`src/rtl/core/bmrw_pkg.sv`:
```
// Package for the block map range walker: map geometry constants, field widths,
// codes for operations, result kinds and walk levels, and the pointer read helpers.
// Depends on nothing; every file of the walker imports it.
package bmrw_pkg;

    // Map geometry.
    localparam int SECTOR_BYTES      = 512;
    localparam int DIRECT_ENTRIES    = 123;
    localparam int ENTRIES_PER_BLOCK = 128;
    localparam int WORD_BYTES        = 4;
    localparam int DIRECT_BASE       = 8;
    localparam int INDIRECT_SLOT     = 12;
    localparam int DOUBLY_SLOT       = 8;

    localparam int SECTOR_LOG2 = $clog2(SECTOR_BYTES);
    localparam int EPB_LOG2    = $clog2(ENTRIES_PER_BLOCK);
    localparam int WORD_LOG2   = $clog2(WORD_BYTES);

    // Field widths.
    localparam int SEC_W   = 32;
    localparam int OFS_W   = 24;
    localparam int SOFS_W  = 9;
    localparam int LEN_W   = 10;
    localparam int IDX_W   = 15;
    localparam int CHUNK_W = SECTOR_LOG2 + 1;

    // First sector indexes served by the indirect block and by the doubly indirect block.
    localparam logic [IDX_W-1:0] DIRECT_IDX = IDX_W'(DIRECT_ENTRIES);
    localparam logic [IDX_W-1:0] BEYOND_IDX = IDX_W'(DIRECT_ENTRIES + ENTRIES_PER_BLOCK);

    typedef enum logic {
        OP_REQUEST  = 1'b0,
        OP_RESPONSE = 1'b1
    } op_t;

    typedef enum logic [1:0] {
        KIND_PTR_READ = 2'd0,
        KIND_CHUNK    = 2'd1,
        KIND_EMPTY    = 2'd2
    } result_kind_t;

    // Meaning of the pointer word that the walk waits for.
    typedef enum logic [1:0] {
        LVL_NONE = 2'd0,
        LVL_DATA = 2'd1,
        LVL_IND  = 2'd2,
        LVL_DBL  = 2'd3
    } level_t;

    typedef struct packed {
        result_kind_t      kind;
        logic [SEC_W-1:0]  sector;
        logic [SOFS_W-1:0] sofs;
        logic [LEN_W-1:0]  len;
        logic [OFS_W-1:0]  done;
        logic              last;
    } result_t;

    // Byte offset of entry j of a pointer block, cut to the sector offset width.
    function automatic logic [SOFS_W-1:0] entry_offset(input logic [IDX_W-1:0] j);
        return SOFS_W'(j << WORD_LOG2);
    endfunction

    // Level of the first pointer word needed for a sector index.
    function automatic level_t level_of(input logic [IDX_W-1:0] idx);
        level_t lvl;
        if (idx < DIRECT_IDX) begin
            lvl = LVL_DATA;
        end else if (idx < BEYOND_IDX) begin
            lvl = LVL_IND;
        end else begin
            lvl = LVL_DBL;
        end
        return lvl;
    endfunction

    // First pointer read of the chunk at a sector index, taken from the inode sector.
    function automatic result_t begin_read(input logic [SEC_W-1:0] home,
                                           input logic [IDX_W-1:0] idx);
        result_t r;
        r        = '0;
        r.kind   = KIND_PTR_READ;
        r.sector = home;
        if (idx < DIRECT_IDX) begin
            r.sofs = SOFS_W'(DIRECT_BASE) + entry_offset(idx);
        end else if (idx < BEYOND_IDX) begin
            r.sofs = SOFS_W'(SECTOR_BYTES - INDIRECT_SLOT);
        end else begin
            r.sofs = SOFS_W'(SECTOR_BYTES - DOUBLY_SLOT);
        end
        return r;
    endfunction

endpackage

```
`src/rtl/core/block_map_range_walker_core.sv`:
```
// Block map range walker: splits a byte range into per-sector chunks and walks
// the direct, indirect and doubly indirect map for each. Imports bmrw_pkg.
//
// Results are registered into a result queue and offered on the m_ channel in
// order. Throughput: one input transaction per cycle while s_ready is high, set by
// the single registered update of the walk state; a transaction that yields two
// results takes two transfers of the output port. Synchronous active-low reset
// empties the result queue and leaves the walker idle.
module block_map_range_walker_core
    import bmrw_pkg::*;
(
    input  logic              aclk,
    input  logic              aresetn,

    input  logic              s_valid,
    output logic              s_ready,
    input  logic              s_operation,
    input  logic [SEC_W-1:0]  s_inode_sector,
    input  logic [OFS_W-1:0]  s_start_offset,
    input  logic [OFS_W-1:0]  s_byte_count,
    input  logic [OFS_W-1:0]  s_file_length,
    input  logic [SEC_W-1:0]  s_read_word,

    output logic              m_valid,
    input  logic              m_ready,
    output logic [1:0]        m_result_kind,
    output logic [SEC_W-1:0]  m_sector_number,
    output logic [SOFS_W-1:0] m_sector_offset,
    output logic [LEN_W-1:0]  m_chunk_length,
    output logic [OFS_W-1:0]  m_bytes_done,
    output logic              m_last
);

    localparam int QDEPTH = 4;
    localparam int QPTR_W = $clog2(QDEPTH);
    localparam int QCNT_W = $clog2(QDEPTH + 1);

    // Walk state.
    logic               active_reg, active_next;
    level_t             level_reg, level_next;
    logic [SEC_W-1:0]   home_reg, home_next;
    logic [OFS_W-1:0]   cursor_reg, cursor_next;
    logic [OFS_W-1:0]   count_reg, count_next;
    logic [OFS_W-1:0]   file_left_reg, file_left_next;
    logic [OFS_W-1:0]   done_reg, done_next;
    logic [IDX_W-1:0]   idx_reg, idx_next;
    logic [CHUNK_W-1:0] chunk_reg, chunk_next;

    // Result queue.
    result_t            queue_reg [QDEPTH];
    logic [QPTR_W-1:0]  wr_ptr_reg, rd_ptr_reg;
    logic [QCNT_W-1:0]  qcount_reg;

    logic               in_accept, out_accept;
    logic [1:0]         push_cnt;
    result_t            res0, res1;

    // Request side: first chunk and sector index straight from the ports.
    logic [OFS_W-1:0]   req_file_left, req_min;
    logic [CHUNK_W-1:0] req_sec_left, req_chunk;
    logic [IDX_W-1:0]   req_idx;

    // Data side: remaining amounts after the current chunk and the next chunk.
    logic [OFS_W-1:0]   cnt_after, fl_after, min_after;
    logic [CHUNK_W-1:0] next_chunk;
    logic [IDX_W-1:0]   idx_inc, dbl_j, ind_j;
    logic               chunk_is_last;

    assign in_accept  = s_valid && s_ready;
    assign out_accept = m_valid && m_ready;

    // Room for two results keeps the queue safe for any transaction.
    assign s_ready = (qcount_reg < QCNT_W'(QDEPTH - 1));
    assign m_valid = (qcount_reg != '0);

    assign m_result_kind   = queue_reg[rd_ptr_reg].kind;
    assign m_sector_number = queue_reg[rd_ptr_reg].sector;
    assign m_sector_offset = queue_reg[rd_ptr_reg].sofs;
    assign m_chunk_length  = queue_reg[rd_ptr_reg].len;
    assign m_bytes_done    = queue_reg[rd_ptr_reg].done;
    assign m_last          = queue_reg[rd_ptr_reg].last;

    // First chunk of a new request: least of count, file bytes left and sector bytes left.
    always_comb begin
        req_file_left = (s_file_length > s_start_offset) ? (s_file_length - s_start_offset)
                                                         : '0;
        req_sec_left  = CHUNK_W'(SECTOR_BYTES) - CHUNK_W'(s_start_offset[SECTOR_LOG2-1:0]);
        req_min       = (s_byte_count < req_file_left) ? s_byte_count : req_file_left;
        req_chunk     = (req_min < OFS_W'(req_sec_left)) ? CHUNK_W'(req_min) : req_sec_left;
        req_idx       = IDX_W'(s_start_offset >> SECTOR_LOG2);
    end

    // After a chunk that fills its sector the next one starts on a sector boundary,
    // so its length is bounded by a whole sector and its index is one higher.
    always_comb begin
        cnt_after     = count_reg - OFS_W'(chunk_reg);
        fl_after      = file_left_reg - OFS_W'(chunk_reg);
        min_after     = (cnt_after < fl_after) ? cnt_after : fl_after;
        next_chunk    = (min_after < OFS_W'(SECTOR_BYTES)) ? CHUNK_W'(min_after)
                                                           : CHUNK_W'(SECTOR_BYTES);
        chunk_is_last = (cnt_after == '0) || (fl_after == '0);
        idx_inc       = idx_reg + IDX_W'(1);
        dbl_j         = ((idx_reg - BEYOND_IDX) >> EPB_LOG2) & IDX_W'(ENTRIES_PER_BLOCK - 1);
        ind_j         = (idx_reg < BEYOND_IDX) ? (idx_reg - DIRECT_IDX)
                                               : ((idx_reg - BEYOND_IDX)
                                                  & IDX_W'(ENTRIES_PER_BLOCK - 1));
    end

    // Next walk state and the results of the accepted transaction.
    always_comb begin
        active_next    = active_reg;
        level_next     = level_reg;
        home_next      = home_reg;
        cursor_next    = cursor_reg;
        count_next     = count_reg;
        file_left_next = file_left_reg;
        done_next      = done_reg;
        idx_next       = idx_reg;
        chunk_next     = chunk_reg;
        push_cnt       = 2'd0;
        res0           = '0;
        res1           = '0;

        if (in_accept) begin
            if (s_operation == OP_REQUEST) begin
                // A request while a walk is in progress is dropped.
                if (!active_reg) begin
                    home_next      = s_inode_sector;
                    cursor_next    = s_start_offset;
                    count_next     = s_byte_count;
                    file_left_next = req_file_left;
                    done_next      = '0;
                    chunk_next     = req_chunk;
                    push_cnt       = 2'd1;
                    if (req_chunk == '0) begin
                        res0.kind = KIND_EMPTY;
                        res0.last = 1'b1;
                    end else begin
                        res0        = begin_read(s_inode_sector, req_idx);
                        level_next  = level_of(req_idx);
                        idx_next    = req_idx;
                        active_next = 1'b1;
                    end
                end
            end else if (active_reg) begin
                unique case (level_reg)
                    LVL_DBL: begin
                        res0.kind   = KIND_PTR_READ;
                        res0.sector = s_read_word;
                        res0.sofs   = entry_offset(dbl_j);
                        level_next  = LVL_IND;
                        push_cnt    = 2'd1;
                    end
                    LVL_IND: begin
                        res0.kind   = KIND_PTR_READ;
                        res0.sector = s_read_word;
                        res0.sofs   = entry_offset(ind_j);
                        level_next  = LVL_DATA;
                        push_cnt    = 2'd1;
                    end
                    LVL_DATA: begin
                        res0.kind      = KIND_CHUNK;
                        res0.sector    = s_read_word;
                        res0.sofs      = SOFS_W'(cursor_reg[SECTOR_LOG2-1:0]);
                        res0.len       = LEN_W'(chunk_reg);
                        res0.done      = done_reg;
                        res0.last      = chunk_is_last;
                        count_next     = cnt_after;
                        file_left_next = fl_after;
                        cursor_next    = cursor_reg + OFS_W'(chunk_reg);
                        done_next      = done_reg + OFS_W'(chunk_reg);
                        chunk_next     = next_chunk;
                        if (chunk_is_last) begin
                            active_next = 1'b0;
                            level_next  = LVL_NONE;
                            push_cnt    = 2'd1;
                        end else begin
                            res1       = begin_read(home_reg, idx_inc);
                            level_next = level_of(idx_inc);
                            idx_next   = idx_inc;
                            push_cnt   = 2'd2;
                        end
                    end
                    default: begin
                        // No word awaited: the response is dropped.
                        push_cnt = 2'd0;
                    end
                endcase
            end
        end
    end

    // Control registers.
    always_ff @(posedge aclk) begin
        if (!aresetn) begin
            active_reg <= 1'b0;
            level_reg  <= LVL_NONE;
            wr_ptr_reg <= '0;
            rd_ptr_reg <= '0;
            qcount_reg <= '0;
        end else begin
            active_reg <= active_next;
            level_reg  <= level_next;
            wr_ptr_reg <= wr_ptr_reg + QPTR_W'(push_cnt);
            if (out_accept) begin
                rd_ptr_reg <= rd_ptr_reg + QPTR_W'(1);
            end
            qcount_reg <= qcount_reg + QCNT_W'(push_cnt) - QCNT_W'(out_accept);
        end
    end

    // Walk payload registers.
    always_ff @(posedge aclk) begin
        home_reg      <= home_next;
        cursor_reg    <= cursor_next;
        count_reg     <= count_next;
        file_left_reg <= file_left_next;
        done_reg      <= done_next;
        idx_reg       <= idx_next;
        chunk_reg     <= chunk_next;
    end

    // Result queue storage: up to two entries written per transaction.
    always_ff @(posedge aclk) begin
        if (push_cnt != 2'd0) begin
            queue_reg[wr_ptr_reg] <= res0;
        end
        if (push_cnt == 2'd2) begin
            queue_reg[wr_ptr_reg + QPTR_W'(1)] <= res1;
        end
    end

endmodule

```
`config.mk`:
```
export PLATFORM = sky130hd
export DESIGN_NAME = block_map_range_walker_core
export DESIGN_NICKNAME = d
export VERILOG_FILES = /design/src/rtl/core/bmrw_pkg.sv /design/src/rtl/core/block_map_range_walker_core.sv
export SDC_FILE = /design/constraint.sdc
export NUM_CORES = 1
export LEC_CHECK = 0
export BUFFER_PORTS_ARGS = -buffer_cell sky130_fd_sc_hd__buf_2
export CORE_ASPECT_RATIO = 1.2
export CORE_MARGIN = 10
export CORE_UTILIZATION = 45
export DETAILED_ROUTE_END_ITERATION = 8
export GPL_TIMING_DRIVEN = 1
export PLACE_DENSITY_LB_ADDON = 0.3
export SKIP_LAST_GASP = 1
export SLEW_MARGIN = 20
export SYNTH_ARGS = -nofsm -noshare
export SYNTH_HDL_FRONTEND = slang
export SYNTH_SLANG_ARGS = --single-unit
```
`constraint.sdc`:
```
create_clock -name aclk -period 7.1 [get_ports aclk]
set_input_delay 0 -clock aclk [delete_from_list [all_inputs] [get_ports aclk]]
set_output_delay 0 -clock aclk [all_outputs]
set_load 0.01 [all_outputs]
```
* Yosys cells after proc, flatten, opt, wreduce, memory -nomap -nowiden
Memory sizes are Yosys's and may differ from the RTL's. A register that Yosys moved wholly into a read port is not among the register bits.
Index checks and enable logic that the tools add are counted.
Widths: inputs -> output; s select.
** Word-level totals
- Bits in writable memories :: 312
- Memories kept :: 1
- Bits of input ports :: 141
- Flip-flop bits (word level) :: 163
- Word-level logic and storage cells :: 143
** Memory list
- queue_reg :: depth 4, bits a word 78, rd ports 1, clocked after memory_dff 1, write ports 2, RTL line block_map_range_walker_core.sv:50 : result_t queue_reg [QDEPTH];
** Operators by class
- Bitwise logic cells :: 2
- Order comparisons :: 11
- Reductions and logical operators :: 13
- Equal/unequal tests :: 10
- Mux-type cells :: 78
- Add/subtract/negate cells :: 16
** Operators by type and width (count)
- $mux 24 :: 19
- $mux 76 :: 5
- $mux 78 :: 3
- $pmux 42 s3 :: 1
- $mux 15 :: 6
- $mux 77 :: 1
- $mux 75 :: 1
- $mux 10 :: 6
- $add 24x10->24 :: 2
- $logic_not 24->1 :: 2
- $lt 24x24->1 :: 2
- $sub 24x10->24 :: 2
- $lt 15x8->1 const B :: 3
- $mux 35 :: 1
- $lt 15x7->1 const B :: 2
- $mux 2 :: 14
- $gt 24x24->1 :: 1
- $lt 24x10->1 :: 1
- $lt 24x10->1 const B :: 1
- $sub 24x24->24 :: 1
- $add 4x9->9 const A :: 2
- $mux 9 :: 2
- $add 15x1->15 const B :: 1
- $mux 1 :: 14
- other kinds (28) :: 37

* Depth between registers and ports, before layout
- Depth after elaboration :: 11
- Gate-level depth with buffers :: 36
- Gate-level depth less buffers :: 31

* Worst setup path after synthesis
OpenSTA, ideal clock, no wires.
- Kind :: input-to-reg
- Start point :: in s_start_offset[14]
- End point :: reg idx_reg[0] (enable)
- Path slack :: -0.092 ns
- Arrival time :: 6.800 ns
- Cell stages on the path :: 32
- Required time :: 6.708 ns
- Buffers on the path :: 5
- Path through :: inv_1 -> ha_1 -> buf_2 -> and3_1 -> and3_1 -> a21boi_1 -> o21ai_0 -> a21oi_2 -> clkbuf_1 -> buf_1 -> nand2_1 -> ha_1 -> nand4_1 -> nor4_1 -> and2_1 -> o21ai_1 -> o21ai_2 -> inv_1 -> clkbuf_1 -> o21ai_0 -> ha_1 -> a21o_1 -> a21oi_1 -> nor2b_1 -> a2111oi_0 -> nand2_1 -> a21o_1 -> and2_1 -> o21ai_2 -> buf_6 -> nand2_1 -> a21oi_1
** Between the ends
- Word-level cells in the longest chain between the ends :: 9
** Ends and longest elaborated chain
- from (decl) :: RTL line block_map_range_walker_core.sv:19 : input logic [OFS_W-1:0] s_start_offset,
- $sub 24x24->24 / $gt 24x24->1 (equally long branches) :: RTL line block_map_range_walker_core.sv:85 : req_file_left = (s_file_length > s_start_offset) ? (s_file_length - s_start_offset)
- $mux 24 * :: RTL line block_map_range_walker_core.sv:85
- $lt 24x24->1 :: RTL line block_map_range_walker_core.sv:88 : req_min = (s_byte_count < req_file_left) ? s_byte_count : req_file_left;
- $mux 24 * :: RTL line block_map_range_walker_core.sv:88
- $lt 24x10->1 :: RTL line block_map_range_walker_core.sv:89 : req_chunk = (req_min < OFS_W'(req_sec_left)) ? CHUNK_W'(req_min) : req_sec_left;
- $mux 10 * :: RTL line block_map_range_walker_core.sv:89
- $logic_not 10->1 * :: RTL line block_map_range_walker_core.sv:135 : if (req_chunk == '0) begin
- $ne 2x2->1 (no source line) *
- $reduce_and 6->1 (no source line) *
- to (signal assigned) :: RTL line block_map_range_walker_core.sv:219 : idx_reg <= idx_next;
- to (decl) :: RTL line block_map_range_walker_core.sv:46 : logic [IDX_W-1:0] idx_reg, idx_next;
Every way passes the cells marked *; elsewhere a longest branch is shown, timed or not.
A chain may end at the register's enable or synchronous reset.

==> out/results.tsv <==
stage	metric	value	unit
layout	area_growth	16.3	%
min_path	hold_class	in -> reg	
layout	drive_above_1_share	0.163	
timing	fin_crit_sh	0.957	
grt	grt_max_degree	111	
synthesis	synth_edf_count	294	
timing	clock.fmax	147	MHz
die	die_area	0.0724	mm^2
clocking	clk_pin_slew	0.07	ns
worst_setup_path	endpoint	queue_reg[0][39]$_DFFE_PP_	
synthesis	async_flop_share	0	
clocking	clk_latency	0.60	ns
worst_setup_path	max_stage_delay	0.56	ns
die	boundaryPins	221	
grt	grt_pass1_vias	24363	
worst_setup_path	r2r_end	chunk_reg[9]$_DFFE_PP_	
worst_setup_path	worstSetupEndpointType	flip-flop	
timing	slew_headroom	0.326	
drt	ant_nets	0	
pwr	p_switching	0.00269	W
clocking	cts_root_buf	clkbuf_16	
clocking	cts_tree	yes	
worst_setup_path	critPathKind	in -> reg	
placed_design	hpwl	61500	um
synthesis	netlist_area	0.0279	mm^2
worst_setup_path	crit_path_start	s_start_offset[9]	
drt	drt_iter0_drc	2386	
synthesis	yosys_warnings	0	
flow_run	max_cap_violations	0	
layout	final_common_cell	nand2_1	
drt	vias	24110	
drt	drt-wirelength-per-cell	23.3	um
worst_setup_path	cp.arrival	7.09	ns
timing	setup_viol	0	
pwr	swShare	0.328	
timing	slew_viol_final	0	
pwr	p_leak	11.7	nW
clocking	cts_setup_buffers	0	
pwr	p_clk_frac	0.312	
synthesis	ys_seq_area_frac	0.437	
layout	final_area	0.0324	mm^2
layout	layout_common_cells	nand2_1, edfxtp_1, buf_2	
clocking	cts_made_buffers	49	
timing	rsz0062_at_grt	false	
die	initial_core_util	0.457	
timing	setup_tns	0	ns
worst_setup_path	start_kind	primary input	
worst_setup_path	rr_worst_depth	20	
placed_design	port_buffers	220	
worst_setup_path	slowest_stage	nor4_1	
synthesis	synthFlopType	edfxtp_1	
placed_design	placed_area	0.0296	mm^2
pwr	power_density	252	mW/mm^2
pwr	comb_power_share	0.287	
worst_setup_path	critPathMaxFanout	38	
grt	antenna_found_initial	4	
die	core	0.0611	mm^2
worst_setup_path	reg2reg_slack	0.93	ns
pwr	seqPwrFrac	0.401	
placed_design	gp_congestion	0.932	
timing	tightest_slew	1.00	ns
drt	route.detailed.drc	0	
clocking	clock_sinks	462	
layout	largest_register_ff_count	312	
drt	routed_via_density	6.18	
layout	final_nets	3326	
clocking	cts_max_level	2	
run_status	outcome	completed	
pwr	vdd_drop_max	185	uV
synthesis	synth-seq-cells	462	
timing	clock_skew	0.0303	ns
pwr	p_int	0.00550	W
grt	grt.total_usage	0.245	
drt	drt_pre_antenna_iters	8	
grt	grt_pass1_wl	140000	um
timing	period_minus_slack	6.79	ns
worst_setup_path	critPathRequiredTime	7.39	ns
synthesis	synth_area_per_cell	10.0	um^2
timing	hold_viol	0	
grt	grt-ovfl-total	0	
die	rows	99	
synthesis	yosysUniqueCellTypes	96	
die	die_w	247	um
synthesis	synth_nets	3066	
clocking	cts_buffer_depth	3	
synthesis	syn_inst	2788	
worst_setup_path	timing.rr.start	chunk_reg[1]$_DFFE_PP_	
drt	drt_wl_total	91000	um
min_path	holdPathStages	4	
die	die_h	293	um
critical path, delay by kind of cell:
kind	cells	cell delay, ns
AO/OA/AOI/OAI	11	2.42
adder cells (fa/ha/maj)	3	1.06
AND/OR/NAND/NOR	11	2.19
buffers and inverters	6	1.41
how the worst min path moves through the flow:
stage | start | to | slack, ns
2_1_floorplan | s_inode_sector[0] | home_reg[0]$_DFFE_PP_ | 0.1
5_1_grt | s_start_offset[0] | chunk_reg[0]$_DFFE_PP_ | 0.12
3_3_place_gp | s_inode_sector[10] | home_reg[10]$_DFFE_PP_ | 0.19
4_1_cts | s_start_offset[0] | chunk_reg[0]$_DFFE_PP_ | 0.04
3_5_place_dp | s_inode_sector[20] | home_reg[20]$_DFFE_PP_ | 0.20
6_report | s_start_offset[0] | chunk_reg[0]$_DFFE_PP_ | 0.08
synthesized netlist by cell type, types with 33 or more instances:
cell type  instances  share of area
o21ai_1           59          0.011
buf_6             43          0.017
nor2_1           124          0.017
nand2_1          365          0.049
o21ai_0          216          0.039
mux4_2            78          0.063
xor2_1            33          0.010
a21oi_1           99          0.018
clkbuf_1          81          0.011
nand3_1          190          0.034
inv_1            132          0.018
nor3_1            45         0.0081
o221ai_1         138          0.043
ha_1             131          0.059
dfxtp_1          168           0.12
xnor2_1           84          0.026
edfxtp_1         294           0.32
power by group through the flow:
stage	combinational, W	sequential [W]	clock (W)
after floorplan	0.00163	0.00321	0
after global placement	0.00222	0.00333	0
after detailed placement	0.00226	0.00334	0
after CTS	0.00232	0.00328	0.00259
after global routing	0.00257	0.00331	0.00270
final	0.00235	0.00328	0.00256
stage by stage:
| stage | instances | worst slack [ns] | hold slack (ns) | util | power, W |
|---|---|---|---|---|---|
| 4_1_cts | 3896 | 0.123 | 0.0384 | 0.530 | 0.00820 |
| 2_1_floorplan | 2788 | 0.226 | 0.0989 | - | 0.00484 |
| 6_report | 3900 | 0.306 | 0.0789 | 0.531 | 0.00819 |
| 3_3_place_gp | 3689 | 0.113 | 0.193 | 0.485 | 0.00555 |
| 3_5_place_dp | 3689 | 0.115 | 0.196 | 0.485 | 0.00560 |
| 5_1_grt | 3899 | 0.0240 | 0.117 | 0.531 | 0.00857 |
logic make-up after synthesis:
| logic type | count (synthesis) | share of synthesized area |
|---|---|---|
| buf+inv | 315 | 0.0552 |
| flops | 462 | 0.437 |
| mux | 117 | 0.0778 |
| compound gates | 723 | 0.173 |
| simple gates | 916 | 0.157 |
| fa+ha+maj | 137 | 0.0631 |
| xor+xnor | 118 | 0.0373 |
repair_timing:
item                                   4_1_cts  5_1_grt
gates resized for setup                      0        8
endpoints found under the hold margin      224        0
setup endpoints to repair                    0      191
hold buffers                               115        0
per-layer routing:
metal | vias to the layer above | track usage | wire, um
li1 | 11027 | - | -
met1 | 11686 | 0.314 | 36500
met2 | 1159 | 0.400 | 43000
met3 | 234 | 0.0392 | 7650
met4 | 4 | 0.108 | 3800
met5 | - | 0 | 25
area by class of cell:
| cell class | instances | area, um^2 |
|---|---|---|
| flip-flops and latches | 462 | 12200 |
| diodes | 3 | 7.51 |
| clock inverters | 17 | 141 |
| multi-input cells | 2011 | 14300 |
| clock buffers | 75 | 1450 |
| repair buffers | 389 | 2850 |
| well taps | 808 | 1010 |
| fillers | 5335 | 28600 |
| inverters | 135 | 507 |
Note: power is estimated with default switching activity, not from simulation.
